===== src/design/pwmts_pkg.sv =====
package pwmts_pkg;

   localparam int CFG_W      = 36;
   localparam int FREQ_W     = 40;
   localparam int DUTY_W     = 10;
   localparam int PRE_W      = 21;
   localparam int PER_W      = 17;
   localparam int PULSE_W    = 16;
   localparam int AFREQ_W    = 36;
   localparam int ADUTY_W    = 10;
   localparam int REQ_DATA_W = 56;
   localparam int RSP_DATA_W = 104;

   localparam int DIV_W      = 37;
   localparam int DIV_CNT_W  = $clog2(DIV_W);
   localparam int PROD_W     = 27;

   localparam int CSR_IDX_W  = 2;
   localparam logic [CSR_IDX_W-1:0] CSR_CLOCK = 2'd0;
   localparam logic [CSR_IDX_W-1:0] CSR_FMAX  = 2'd1;
   localparam logic [CSR_IDX_W-1:0] CSR_FMIN  = 2'd2;

   localparam logic [CFG_W-1:0] CLOCK_RESET = 36'd48000000000;
   localparam logic [CFG_W-1:0] FMAX_RESET  = 36'd12000000000;
   localparam logic [CFG_W-1:0] FMIN_RESET  = 36'd12;

   localparam logic [DIV_W-1:0]  PERIOD_LIMIT = 37'd65536;
   localparam logic [DUTY_W-1:0] DUTY_FULL    = 10'd1000;

   typedef struct packed {
      logic [CFG_W-1:0] clock_mhz;
      logic [CFG_W-1:0] fmax;
      logic [CFG_W-1:0] fmin;
   } cfg_type;

   typedef struct packed {
      logic             start;
      logic [DIV_W-1:0] dividend;
      logic [DIV_W-1:0] divisor;
   } div_req_type;

   typedef struct packed {
      logic             done;
      logic [DIV_W-1:0] quotient;
   } div_rsp_type;

   typedef struct packed {
      logic [PRE_W-1:0]   prescale_factor;
      logic [PER_W-1:0]   period_count;
      logic [PULSE_W-1:0] pulse_count;
      logic [AFREQ_W-1:0] actual_freq;
      logic [ADUTY_W-1:0] actual_duty;
   } result_type;

endpackage


===== src/design/pwmts_csr.sv =====
module pwmts_csr (
   input  logic                                 clock,
   input  logic                                 reset,
   input  logic                                 csr_we,
   input  logic [pwmts_pkg::CSR_IDX_W-1:0]      csr_index,
   input  logic [pwmts_pkg::CFG_W-1:0]          csr_wdata,
   output pwmts_pkg::cfg_type                   cfg
);

   pwmts_pkg::cfg_type cfg_ff, cfg_in;

   always_comb begin
      cfg_in = cfg_ff;
      if (csr_we) begin
         unique case (csr_index)
            pwmts_pkg::CSR_CLOCK: cfg_in.clock_mhz = csr_wdata;
            pwmts_pkg::CSR_FMAX:  cfg_in.fmax      = csr_wdata;
            pwmts_pkg::CSR_FMIN:  cfg_in.fmin      = csr_wdata;
            default:              cfg_in           = cfg_ff;
         endcase
      end
   end

   always_ff @(posedge clock) begin
      if (reset) begin
         cfg_ff.clock_mhz <= pwmts_pkg::CLOCK_RESET;
         cfg_ff.fmax      <= pwmts_pkg::FMAX_RESET;
         cfg_ff.fmin      <= pwmts_pkg::FMIN_RESET;
      end else begin
         cfg_ff <= cfg_in;
      end
   end

   assign cfg = cfg_ff;

endmodule


===== src/design/pwmts_div.sv =====
module pwmts_div (
   input  logic                   clock,
   input  logic                   reset,
   input  pwmts_pkg::div_req_type div_req,
   output pwmts_pkg::div_rsp_type div_rsp
);

   logic                              busy_ff, busy_in;
   logic                              done_ff, done_in;
   logic [pwmts_pkg::DIV_CNT_W-1:0]   step_ff, step_in;
   logic [pwmts_pkg::DIV_W-1:0]       rem_ff, rem_in;
   logic [pwmts_pkg::DIV_W-1:0]       quo_ff, quo_in;
   logic [pwmts_pkg::DIV_W-1:0]       dvs_ff, dvs_in;
   logic [pwmts_pkg::DIV_W:0]         trial_rem;
   logic [pwmts_pkg::DIV_W:0]         diff;

   // Restoring division: the dividend shifts out of the top of the quotient
   // register while quotient bits shift in at the bottom, one bit per cycle.
   always_comb begin
      trial_rem = {rem_ff, quo_ff[pwmts_pkg::DIV_W-1]};
      diff      = trial_rem - {1'b0, dvs_ff};
      busy_in   = busy_ff;
      done_in   = 1'b0;
      step_in   = step_ff;
      rem_in    = rem_ff;
      quo_in    = quo_ff;
      dvs_in    = dvs_ff;
      if (div_req.start) begin
         busy_in = 1'b1;
         step_in = '0;
         rem_in  = '0;
         quo_in  = div_req.dividend;
         dvs_in  = div_req.divisor;
      end else if (busy_ff) begin
         if (!diff[pwmts_pkg::DIV_W]) begin
            rem_in = diff[pwmts_pkg::DIV_W-1:0];
            quo_in = {quo_ff[pwmts_pkg::DIV_W-2:0], 1'b1};
         end else begin
            rem_in = trial_rem[pwmts_pkg::DIV_W-1:0];
            quo_in = {quo_ff[pwmts_pkg::DIV_W-2:0], 1'b0};
         end
         step_in = step_ff + pwmts_pkg::DIV_CNT_W'(1);
         if (step_ff == pwmts_pkg::DIV_CNT_W'(pwmts_pkg::DIV_W - 1)) begin
            busy_in = 1'b0;
            done_in = 1'b1;
         end
      end
   end

   always_ff @(posedge clock) begin
      if (reset) begin
         busy_ff <= 1'b0;
         done_ff <= 1'b0;
         step_ff <= '0;
      end else begin
         busy_ff <= busy_in;
         done_ff <= done_in;
         step_ff <= step_in;
      end
   end

   always_ff @(posedge clock) begin
      rem_ff <= rem_in;
      quo_ff <= quo_in;
      dvs_ff <= dvs_in;
   end

   assign div_rsp.done     = done_ff;
   assign div_rsp.quotient = quo_ff;

endmodule


===== src/design/pwmts_seq.sv =====
module pwmts_seq (
   input  logic                            clock,
   input  logic                            reset,
   input  logic                            req_valid,
   output logic                            req_ready,
   input  logic [pwmts_pkg::FREQ_W-1:0]    req_freq,
   input  logic [pwmts_pkg::DUTY_W-1:0]    req_duty,
   input  pwmts_pkg::cfg_type              cfg,
   output pwmts_pkg::div_req_type          div_req,
   input  pwmts_pkg::div_rsp_type          div_rsp,
   input  logic                            out_free,
   output logic                            res_load,
   output pwmts_pkg::result_type           result
);

   localparam logic [3:0] S_IDLE       = 4'd0;
   localparam logic [3:0] S_CLAMP_MAX  = 4'd1;
   localparam logic [3:0] S_CLAMP_MIN  = 4'd2;
   localparam logic [3:0] S_CNT_GO     = 4'd3;
   localparam logic [3:0] S_CNT_WAIT   = 4'd4;
   localparam logic [3:0] S_NORM       = 4'd5;
   localparam logic [3:0] S_FREQ_GO    = 4'd6;
   localparam logic [3:0] S_FREQ_WAIT  = 4'd7;
   localparam logic [3:0] S_PULSE_GO   = 4'd8;
   localparam logic [3:0] S_PULSE_WAIT = 4'd9;
   localparam logic [3:0] S_DUTY_GO    = 4'd10;
   localparam logic [3:0] S_DUTY_WAIT  = 4'd11;
   localparam logic [3:0] S_DONE       = 4'd12;

   logic [3:0]                        state_ff, state_in;
   logic [pwmts_pkg::FREQ_W-1:0]      freq_ff, freq_in;
   logic [pwmts_pkg::DUTY_W-1:0]      duty_ff, duty_in;
   logic [pwmts_pkg::DIV_W-1:0]       cnt_ff, cnt_in;
   logic [pwmts_pkg::PRE_W-1:0]       pre_ff, pre_in;
   logic [pwmts_pkg::CFG_W-1:0]       clk_sh_ff, clk_sh_in;
   logic [pwmts_pkg::AFREQ_W-1:0]     afreq_ff, afreq_in;
   logic [pwmts_pkg::PER_W-1:0]       pulse_ff, pulse_in;
   logic [pwmts_pkg::ADUTY_W-1:0]     aduty_ff, aduty_in;
   logic [pwmts_pkg::FREQ_W-1:0]      freq_min;
   logic [pwmts_pkg::PER_W-1:0]       pulse_raw;
   logic [pwmts_pkg::PER_W-1:0]       pulse_dec;
   logic [pwmts_pkg::PROD_W-1:0]      pulse_prod;
   logic [pwmts_pkg::PROD_W-1:0]      duty_prod;

   assign pulse_prod = pwmts_pkg::PROD_W'(cnt_ff[pwmts_pkg::PER_W-1:0])
                     * pwmts_pkg::PROD_W'(duty_ff);
   assign duty_prod  = pwmts_pkg::PROD_W'(pulse_ff)
                     * pwmts_pkg::PROD_W'(pwmts_pkg::DUTY_FULL);

   always_comb begin
      state_in  = state_ff;
      freq_in   = freq_ff;
      duty_in   = duty_ff;
      cnt_in    = cnt_ff;
      pre_in    = pre_ff;
      clk_sh_in = clk_sh_ff;
      afreq_in  = afreq_ff;
      pulse_in  = pulse_ff;
      aduty_in  = aduty_ff;
      div_req   = '0;
      freq_min  = freq_ff;
      pulse_raw = div_rsp.quotient[pwmts_pkg::PER_W-1:0];
      pulse_dec = pulse_raw;
      unique case (state_ff)
         S_IDLE: begin
            if (req_valid) begin
               freq_in = req_freq;
               if (req_duty == '0) begin
                  duty_in = pwmts_pkg::DUTY_W'(1);
               end else if (req_duty > pwmts_pkg::DUTY_FULL) begin
                  duty_in = pwmts_pkg::DUTY_FULL;
               end else begin
                  duty_in = req_duty;
               end
               state_in = S_CLAMP_MAX;
            end
         end
         S_CLAMP_MAX: begin
            if (freq_ff > pwmts_pkg::FREQ_W'(cfg.fmax)) begin
               freq_in = pwmts_pkg::FREQ_W'(cfg.fmax);
            end
            state_in = S_CLAMP_MIN;
         end
         S_CLAMP_MIN: begin
            if (freq_ff < pwmts_pkg::FREQ_W'(cfg.fmin)) begin
               freq_min = pwmts_pkg::FREQ_W'(cfg.fmin);
            end
            if (freq_min == '0) begin
               freq_in = pwmts_pkg::FREQ_W'(1);
            end else begin
               freq_in = freq_min;
            end
            state_in = S_CNT_GO;
         end
         S_CNT_GO: begin
            div_req.start    = 1'b1;
            div_req.dividend = pwmts_pkg::DIV_W'(cfg.clock_mhz)
                             + pwmts_pkg::DIV_W'(freq_ff >> 1);
            div_req.divisor  = pwmts_pkg::DIV_W'(freq_ff);
            pre_in           = pwmts_pkg::PRE_W'(1);
            clk_sh_in        = cfg.clock_mhz;
            state_in         = S_CNT_WAIT;
         end
         S_CNT_WAIT: begin
            if (div_rsp.done) begin
               if (div_rsp.quotient == '0) begin
                  cnt_in = pwmts_pkg::DIV_W'(1);
               end else begin
                  cnt_in = div_rsp.quotient;
               end
               state_in = S_NORM;
            end
         end
         S_NORM: begin
            if (cnt_ff > pwmts_pkg::PERIOD_LIMIT) begin
               cnt_in    = cnt_ff >> 1;
               pre_in    = pre_ff << 1;
               clk_sh_in = clk_sh_ff >> 1;
            end else begin
               state_in = S_FREQ_GO;
            end
         end
         S_FREQ_GO: begin
            div_req.start    = 1'b1;
            div_req.dividend = pwmts_pkg::DIV_W'(clk_sh_ff);
            div_req.divisor  = cnt_ff;
            state_in         = S_FREQ_WAIT;
         end
         S_FREQ_WAIT: begin
            if (div_rsp.done) begin
               afreq_in = div_rsp.quotient[pwmts_pkg::AFREQ_W-1:0];
               state_in = S_PULSE_GO;
            end
         end
         S_PULSE_GO: begin
            div_req.start    = 1'b1;
            div_req.dividend = pwmts_pkg::DIV_W'(pulse_prod);
            div_req.divisor  = pwmts_pkg::DIV_W'(pwmts_pkg::DUTY_FULL);
            state_in         = S_PULSE_WAIT;
         end
         S_PULSE_WAIT: begin
            if (div_rsp.done) begin
               if (pulse_raw == cnt_ff[pwmts_pkg::PER_W-1:0]) begin
                  pulse_dec = pulse_raw - pwmts_pkg::PER_W'(1);
               end
               if (pulse_dec == pwmts_pkg::PER_W'(1)) begin
                  pulse_in = pwmts_pkg::PER_W'(2);
               end else begin
                  pulse_in = pulse_dec;
               end
               state_in = S_DUTY_GO;
            end
         end
         S_DUTY_GO: begin
            div_req.start    = 1'b1;
            div_req.dividend = pwmts_pkg::DIV_W'(duty_prod);
            div_req.divisor  = cnt_ff;
            state_in         = S_DUTY_WAIT;
         end
         S_DUTY_WAIT: begin
            if (div_rsp.done) begin
               aduty_in = div_rsp.quotient[pwmts_pkg::ADUTY_W-1:0];
               state_in = S_DONE;
            end
         end
         S_DONE: begin
            if (out_free) begin
               state_in = S_IDLE;
            end
         end
         default: begin
            state_in = S_IDLE;
         end
      endcase
   end

   always_ff @(posedge clock) begin
      if (reset) begin
         state_ff <= S_IDLE;
      end else begin
         state_ff <= state_in;
      end
   end

   always_ff @(posedge clock) begin
      freq_ff   <= freq_in;
      duty_ff   <= duty_in;
      cnt_ff    <= cnt_in;
      pre_ff    <= pre_in;
      clk_sh_ff <= clk_sh_in;
      afreq_ff  <= afreq_in;
      pulse_ff  <= pulse_in;
      aduty_ff  <= aduty_in;
   end

   assign req_ready = (state_ff == S_IDLE);
   assign res_load  = (state_ff == S_DONE) && out_free;

   assign result.prescale_factor = pre_ff;
   assign result.period_count    = cnt_ff[pwmts_pkg::PER_W-1:0];
   assign result.pulse_count     = pulse_ff[pwmts_pkg::PULSE_W-1:0];
   assign result.actual_freq     = afreq_ff;
   assign result.actual_duty     = aduty_ff;

endmodule


===== src/design/pwm_timer_setting_solver_top.sv =====
// Turns a requested PWM frequency (millihertz) and duty (tenths of a percent) into
// a power-of-two prescaler, a period count and a pulse count, and reports the
// frequency and duty that these settings achieve. One item is handled at a time,
// using four divisions on one shared bit-serial divider that yields 37 quotient
// bits, up to 20 single-bit prescaler shifts, and the control states between
// them. A finished result waits in the output register, so the next beat is
// accepted while the previous result has not yet been taken. Configuration is
// to be written through the csr_ port while the block is idle; the user is bound
// by this, and the block itself does not enforce it.
module pwm_timer_setting_solver_top (
   input  logic                                 clock,
   input  logic                                 reset,
   // requested_freq[39:0], requested_duty[49:40], zero fill above.
   input  logic [pwmts_pkg::REQ_DATA_W-1:0]     req_tdata,
   input  logic                                 req_tvalid,
   output logic                                 req_tready,
   // prescale_factor[20:0], period_count[37:21], pulse_count[53:38],
   // actual_freq[89:54], actual_duty[99:90], zero fill above.
   output logic [pwmts_pkg::RSP_DATA_W-1:0]     rsp_tdata,
   output logic                                 rsp_tvalid,
   input  logic                                 rsp_tready,
   input  logic                                 csr_we,
   input  logic [pwmts_pkg::CSR_IDX_W-1:0]      csr_index,
   input  logic [pwmts_pkg::CFG_W-1:0]          csr_wdata
);

   pwmts_pkg::cfg_type      cfg;
   pwmts_pkg::div_req_type  div_req;
   pwmts_pkg::div_rsp_type  div_rsp;
   pwmts_pkg::result_type   result;
   pwmts_pkg::result_type   rsp_data_ff;
   logic                    rsp_valid_ff, rsp_valid_in;
   logic                    out_free;
   logic                    res_load;

   pwmts_csr u_csr (
      .clock     (clock),
      .reset     (reset),
      .csr_we    (csr_we),
      .csr_index (csr_index),
      .csr_wdata (csr_wdata),
      .cfg       (cfg)
   );

   pwmts_div u_div (
      .clock   (clock),
      .reset   (reset),
      .div_req (div_req),
      .div_rsp (div_rsp)
   );

   pwmts_seq u_seq (
      .clock     (clock),
      .reset     (reset),
      .req_valid (req_tvalid),
      .req_ready (req_tready),
      .req_freq  (req_tdata[pwmts_pkg::FREQ_W-1:0]),
      .req_duty  (req_tdata[pwmts_pkg::FREQ_W +: pwmts_pkg::DUTY_W]),
      .cfg       (cfg),
      .div_req   (div_req),
      .div_rsp   (div_rsp),
      .out_free  (out_free),
      .res_load  (res_load),
      .result    (result)
   );

   assign out_free = !rsp_valid_ff || rsp_tready;

   always_comb begin
      rsp_valid_in = rsp_valid_ff;
      if (res_load) begin
         rsp_valid_in = 1'b1;
      end else if (rsp_tready) begin
         rsp_valid_in = 1'b0;
      end
   end

   always_ff @(posedge clock) begin
      if (reset) begin
         rsp_valid_ff <= 1'b0;
      end else begin
         rsp_valid_ff <= rsp_valid_in;
      end
   end

   always_ff @(posedge clock) begin
      if (res_load) begin
         rsp_data_ff <= result;
      end
   end

   assign rsp_tvalid = rsp_valid_ff;
   assign rsp_tdata  = {4'b0000,
                        rsp_data_ff.actual_duty,
                        rsp_data_ff.actual_freq,
                        rsp_data_ff.pulse_count,
                        rsp_data_ff.period_count,
                        rsp_data_ff.prescale_factor};

`ifndef SYNTHESIS
   a_pulse_le_period: assert property (@(posedge clock) disable iff (reset)
      rsp_valid_ff |-> ({1'b0, rsp_data_ff.pulse_count} <= rsp_data_ff.period_count))
      else $error("pulse count exceeds period count");

   a_prescale_pow2: assert property (@(posedge clock) disable iff (reset)
      rsp_valid_ff |-> $onehot(rsp_data_ff.prescale_factor))
      else $error("prescale factor is not a power of two");

   a_period_range: assert property (@(posedge clock) disable iff (reset)
      rsp_valid_ff |-> (rsp_data_ff.period_count != '0 &&
         pwmts_pkg::DIV_W'(rsp_data_ff.period_count) <= pwmts_pkg::PERIOD_LIMIT))
      else $error("period count out of range");

   a_div_no_early_done: assert property (@(posedge clock) disable iff (reset)
      div_req.start |=> !div_rsp.done)
      else $error("divider finished right after start");
`endif

endmodule

===== config.mk =====
export PLATFORM = sky130hd
export DESIGN_NAME = pwm_timer_setting_solver_top
export DESIGN_NICKNAME = d
export VERILOG_FILES = /design/src/design/pwmts_pkg.sv /design/src/design/pwmts_csr.sv /design/src/design/pwmts_div.sv /design/src/design/pwmts_seq.sv /design/src/design/pwm_timer_setting_solver_top.sv
export SDC_FILE = /design/constraint.sdc
export NUM_CORES = 2
export LEC_CHECK = 0
export ABC_AREA = 0
export BUFFER_PORTS_ARGS = -buffer_cell sky130_fd_sc_hd__buf_4
export CORE_ASPECT_RATIO = 1.75
export CORE_MARGIN = 4
export CORE_UTILIZATION = 46
export DETAILED_ROUTE_END_ITERATION = 10
export PLACE_DENSITY = 0.75
export SLEW_MARGIN = 20
export SYNTH_ARGS = -nofsm -noshare
export SYNTH_HDL_FRONTEND = slang
export SYNTH_SLANG_ARGS = --single-unit
export TNS_END_PERCENT = 20

===== constraint.sdc =====
create_clock -name clock -period 9.9 [get_ports clock]
set_input_delay 0.99 -clock clock [delete_from_list [all_inputs] [get_ports clock]]
set_output_delay 0.99 -clock clock [all_outputs]
set_load 0.02 [all_outputs]

# Word level (Yosys, flattened, before mapping)
# Cells that the tools add are included.
word_totals:
  reg_bits: 539
  input_bits: 99
  out_inout_bits: 106
  elab_cells: 126
classes:
  n_addsub: 4
  mul: 2
  order_cmp: 4
  n_eq_ne: 26
  mux: 37
  bitwise: 1
  n_reduce_logical: 27
op_table:
  columns: ["op", "count"]
  rows:
  - ["75-bit one-hot mux with 4 select lines", 1]
  - ["37-bit two-way mux", 6]
  - ["40-bit two-way mux", 5]
  - ["40-bit one-hot mux with 3 select lines", 1]
  - ["37-bit one-hot mux with 2 select lines", 1]
  - ["36-bit one-hot mux with 2 select lines", 1]
  - ["4-bit one-hot mux with 13 select lines", 1]
  - ["17-bit two-way mux", 3]
  - ["21-bit one-hot mux with 2 select lines", 1]
  - ["40-bit by 36-bit greater-than comparator with 1-bit output", 1]
  - ["40-bit logical NOT", 1]
  - ["40-bit by 36-bit < comparator with 1-bit output", 1]
  - ["38-bit by 37-bit subtractor with 38-bit output", 1]
  - ["36-bit by 37-bit adder with 37-bit output", 1]
  - ["37-bit by 17-bit greater-than comparator with 1-bit output, second input constant", 1]
  - ["37-bit logical NOT", 1]
  - ["36-bit two-way mux", 1]
  - ["4-bit two-way mux", 7]
  - ["17-bit by 10-bit multiplier with 27-bit output", 1]
  - ["17-bit by 7-bit multiplier with 24-bit output, second input constant", 1]
  - ["21-bit two-way mux", 1]
  - ["4-bit == test, second input constant", 5]
  - ["17-bit by 1-bit == test with 1-bit output, second input constant", 1]
  - ["17-bit == test", 1]
  - ["27 further kinds", 56]

# Logic depth before layout (Yosys ltp)
depth:
  depth_word: 6
  depth_mapped: 23
  mapped_depth_nobuf: 21

# Hierarchy
# Synthesis repeated with hierarchy kept, for this count alone.
unflattened:
  hier_cells: 3546
  area_unflattened_um2: 36686.4
modules_own_cells:
  columns: ["module", "n_inst", "cells_per_inst", "area_per_inst_um2", "seq_area_each_um2"]
  rows:
  - ["pwmts_seq", 1, 2320, 22331.4, 6296.0]
  - ["pwmts_div", 1, 700, 6886.6, 3123.0]
  - ["pwmts_csr", 1, 417, 4385.5, 2162.1]
  - ["pwm_timer_setting_solver_top", 1, 109, 3083.0, 3022.9]

# Worst setup path before layout
# No wires, ideal clock.
synth_path:
  kind: "input port to flip-flop"
  startpoint: "input port rsp_tready"
  endpoint: "register rsp_data_ff, in the netlist rsp_tdata[0] (enable)"
  setup_time_ns: 0.682
  t_arrival_ns: 7.824
  t_required_ns: 9.218
  slack_ns: 1.395
  path_stages: 2
  n_path_buf: 0
  path_cell_list: "nor2b_1 > nor3_1"
synth_via:
  elab_chain_cells: 2
synth_lines:
  columns: ["element", "line_no", "rtl"]
  rows:
  - ["from (decl)", "pwm_timer_setting_solver_top.sv:21", "input logic rsp_tready,"]
  - ["1-bit logical OR", "pwm_timer_setting_solver_top.sv:67", "assign out_free = !rsp_valid_ff || rsp_tready;"]
  - ["1-bit logical AND", "pwmts_seq.sv:197", "assign res_load = (state_ff == S_DONE) && out_free;"]
  - ["via res_load", "pwm_timer_setting_solver_top.sv:34", "logic res_load;"]
  - ["to (signal assigned)", "pwm_timer_setting_solver_top.sv:88", "rsp_data_ff <= result;"]
  - ["to (decl)", "pwm_timer_setting_solver_top.sv:31", "pwmts_pkg::result_type rsp_data_ff;"]
# The timed path passes the listed nets, and every way through them passes these cells.
# A chain may end at the register's enable or synchronous reset.

# Final worst setup path
layout_path:
  startpoint: "register u_seq.cnt_ff[5] (netlist bit)"
  endpoint: "register u_div.quo_ff[25] (netlist bit), data pin"
layout_via:
  elab_chain_cells: 3
layout_lines:
  columns: ["element", "line_no", "rtl"]
  rows:
  - ["from (decl)", "pwmts_seq.sv:33", "logic [pwmts_pkg::DIV_W-1:0] cnt_ff, cnt_in;"]
  - ["from (signal assigned)", "pwmts_seq.sv:188", "cnt_ff <= cnt_in;"]
  - ["17-bit by 10-bit multiplier with 27-bit output", "pwmts_seq.sv:46", "* pwmts_pkg::PROD_W'(duty_ff);"]
  - ["75-bit one-hot mux with 4 select lines", "pwmts_seq.sv:64", "unique case (state_ff)"]
  - ["37-bit two-way mux", "pwmts_div.sv:28", "if (div_req.start) begin"]
  - ["via u_div.quo_in, one bit", "pwmts_div.sv:12", "logic [pwmts_pkg::DIV_W-1:0] quo_ff, quo_in;"]
  - ["to (signal assigned)", "pwmts_div.sv:64", "quo_ff <= quo_in;"]
  - ["to (decl)", "pwmts_div.sv:12", null]
# The timed path passes the listed nets, and every way through them passes these cells.

==> run metrics <==
status finished, final reports clean; met2 wire len around 53,000 µm; post-synthesis cell count 3,563; Synth cell types 81; Max Fclk between 100 and 150 MHz; setup TNS 0 ns; antenna violations before repair 0; Reg2Reg Setup Slack approximately 2.5 ns; dpl hpwl 78,000 µm; most frequent cells in the layout 482 x nand2_1, 381 x edfxtp_1, 291 x inv_1; met3 wire len roughly 7000 µm; Overall Global Routing Usage roughly 26%; cts hold-fix bufs 0; RD Place Congestion between 0.9 and 1; Top FF cell, synth edfxtp_1; Filler cells 6,973; post-DR vias/cell between 5 and 6; MaxCap Viol Count 0; final worst path period need between 7 and 8 ns; total grt overflow 0; full die area just over 80,000 µm²; Final period util approximately three quarters; total wire length ~110,000 µm; largest family of logic cells by synthesized area adder cells; Clock Skew about 0.04 ns; Placeable Area between 70,000 and 80,000 µm²; via count of the first global-routing pass between 20,000 and 30,000; I/O Pins 205; fraction of the mapped netlist area in adder cells roughly a fifth; FF+latch area between 10,000 and 15,000 µm²; Multi-input gate area 19,200 µm²; PortBufs between 150 and 200; total power between 8 and 9 mW; Synth warnings 0; Simple-Gate Fraction of Synth Area between 10% and 20%; CP endpoint kind flop; largest net degree at the start of global routing 93; CTS tree built; Die H between 300 and 400 µm; area of the mapped netlist ~36,000 µm²; RSZ-0062 raised after global routing false; final hold viol count 0; layout cell share with drive strength beyond 1 between 9 and 10%; drc violations 0; Slew headroom about 32%; post-synthesis async set-or-reset flop share 0%; kind of critical path reg2reg; CTS sink cnt 539; antenna diode count 0; mean post-synth cell area between 9 and 10 µm²; first-pass GRT wire length roughly 160,000 µm; TritonRoute pass-1 iters 5; leakage 16.1 nW; Area growth syn-to-layout 11.8%; slew at the pin closest to its max-slew limit 1.02 ns; Finish-stage setup viols 0; Worst setup SP type flop; wire per inst 22.5 µm; clock-pin slew of the registers on the worst-case setup and hold paths 0.07 ns; chip width around 220 µm; Root Buffer clkbuf_16; R2R cell count 21; post-CTS setup buffer count 0; mux cell area share after synthesis roughly 1.2%; DR top layer met4; xor and xnor area share after synthesis 2.86%; WP data required around 10 ns; Site Rows between 100 and 150; P per Cell Area 215 nW/µm²; cts bufs inserted 51; Critical Path AT roughly 7.7 ns; CTS H-Tree Depth 2; Hold WC Path Type reg2reg; share of the yosys chip area belonging to registers between 40% and 50%; Max IR drop VDD around 270 µV; Final Max Slew Viols 0; Clock Latency Late Sink roughly 0.64 ns; most common cell after layout, fill and taps aside nand2_1; Iter 0 DRT Violations approximately 2,400; vias 28,200; Post-Route M1 WL between 30,000 and 40,000 µm; Compound-Gate Fraction of Synth Area 15.6%; CP Max Fanout 15; number of routed nets with antenna violations 0; nets around 4,200; #FFs+latches synth roughly 540; WHS Path Cells 0; Post-synth EDFFs ~380; initial core utilization a little under half; Clock Path Buffers 3; post-cts sizing count 0
==> power by group <==
part	internal, mW	switching (mW)	leakage [nW]	total, mW
Sequential	2.62	0.292	4.77	2.91
Clock	1.12	0.933	0.841	2.06
Combinational	1.32	2.23	10.5	3.56
==> final cells by class <==
class / count / area share [%]
clock buffer: 71 / 3.66
clock inverter: 25 / 0.706
inverter: 293 / 2.77
multi-input combinational: 2548 / 48.4
sequential: 539 / 36.8
tap: 1020 / 3.21
timing repair buffer: 239 / 4.52
==> sequential cells by signal (all words and copies together), names as in the netlist <==
name / count
u_seq.aduty_ff: 10
u_div.step_ff: 6
u_seq.freq_ff: 40
u_div.quo_ff: 37
u_seq.pre_ff: 21
u_seq.clk_sh_ff: 36
u_div.dvs_ff: 37
u_seq.afreq_ff: 36
rsp_tvalid: 1
u_div.busy_ff: 1
u_seq.cnt_ff: 37
u_csr.cfg: 108
u_seq.pulse_ff: 17
u_seq.duty_ff: 10
rsp_tdata: 100
u_div.rem_ff: 37
u_div.done_ff: 1
u_seq.state_ff: 4
==> synthesized netlist by cell type, types with 11 or more instances <==
cell | n | share of area [%]
ha_1 | 263 | 9.3
nor3_1 | 56 | 0.79
nor2_1 | 155 | 1.6
fa_1 | 178 | 10
mux2i_1 | 41 | 1.2
and2_1 | 112 | 2.0
nand4_1 | 40 | 0.70
xnor2_1 | 60 | 1.5
a22oi_1 | 45 | 0.95
a22o_1 | 64 | 1.6
nor2b_1 | 25 | 0.44
nand3b_1 | 20 | 0.42
nand2b_1 | 30 | 0.53
dfxtp_1 | 158 | 8.9
o21ai_0 | 187 | 2.6
nor4_1 | 44 | 0.78
nand2_1 | 482 | 5.1
and3_1 | 18 | 0.32
o21a_1 | 22 | 0.47
edfxtp_1 | 381 | 32
clkbuf_1 | 160 | 1.7
buf_1 | 13 | 0.14
a21oi_1 | 218 | 3.1
o31ai_1 | 11 | 0.23
inv_1 | 291 | 3.1
o211ai_1 | 24 | 0.51
a211o_1 | 17 | 0.42
nand3_1 | 57 | 0.80
a221oi_1 | 17 | 0.42
o2111ai_1 | 13 | 0.32
a31oi_1 | 50 | 0.88
a21o_1 | 62 | 1.3
or3_1 | 17 | 0.30
xor2_1 | 56 | 1.4
a211oi_1 | 24 | 0.51
==> worst paths after layout <==
path	startpoint	to
min reg2reg	u_seq.afreq_ff[10]	rsp_tdata[64]
max reg2reg	u_seq.cnt_ff[5]	u_div.quo_ff[25]
max	u_seq.cnt_ff[5]	u_div.quo_ff[25]
min	u_seq.afreq_ff[10]	rsp_tdata[64]
==> routing by layer <==
metal	GRT usage [%]	vias up
met5	0	-
met4	14.5	0
met3	2.78	313
met2	44.5	1250
met1	30.6	13800
li1	-	12900
==> cells by family (layout without fill, tap and decap cells) <==
logic type                 count (synthesis)  count (layout)
AOI/OAI and AO/OA                        844             844
xor gates and xnor gates                 116             116
adders and majority gates                441             441
buffers and inverters                    479             628
DFF                                      539             539
muxes                                     43              43
other                                      1               4
and+or+nand+nor                         1100            1100
==> through the flow <==
stage | setup WS [ns] | instance area, µm² | hold slack [ns] | cells | util [%]
after global routing | 2.22 | 39700 | 0.423 | 4735 | 51.9
after floorplan | 1.39 | 35500 | 0.400 | 3566 | -
after detailed placement | 2.65 | 38000 | 0.405 | 4639 | 49.7
after global placement | 2.78 | 38000 | 0.401 | 4639 | 49.7
final | 2.53 | 39700 | 0.410 | 4735 | 51.9
after CTS | 2.63 | 39700 | 0.408 | 4735 | 51.9
==> critical path, cell delays in order, from the launching register on <==
cell       delay [ns]
edfxtp_1         0.87
nand2_1          0.19
fa_1             0.58
inv_1            0.07
fa_1             0.50
inv_1            0.05
fa_1             0.47
inv_1            0.06
fa_1             0.54
inv_1            0.06
fa_1             0.53
inv_1            0.04
ha_1             0.36
a21o_1           0.18
a221oi_1         0.29
o21ai_0          0.21
a2111oi_1        0.70
nor3_1           0.17
o211ai_1         0.25
a31oi_1          0.15
xnor2_1          0.62
o22ai_1          0.17
No activity file was read; power rests on OpenSTA's default activity.
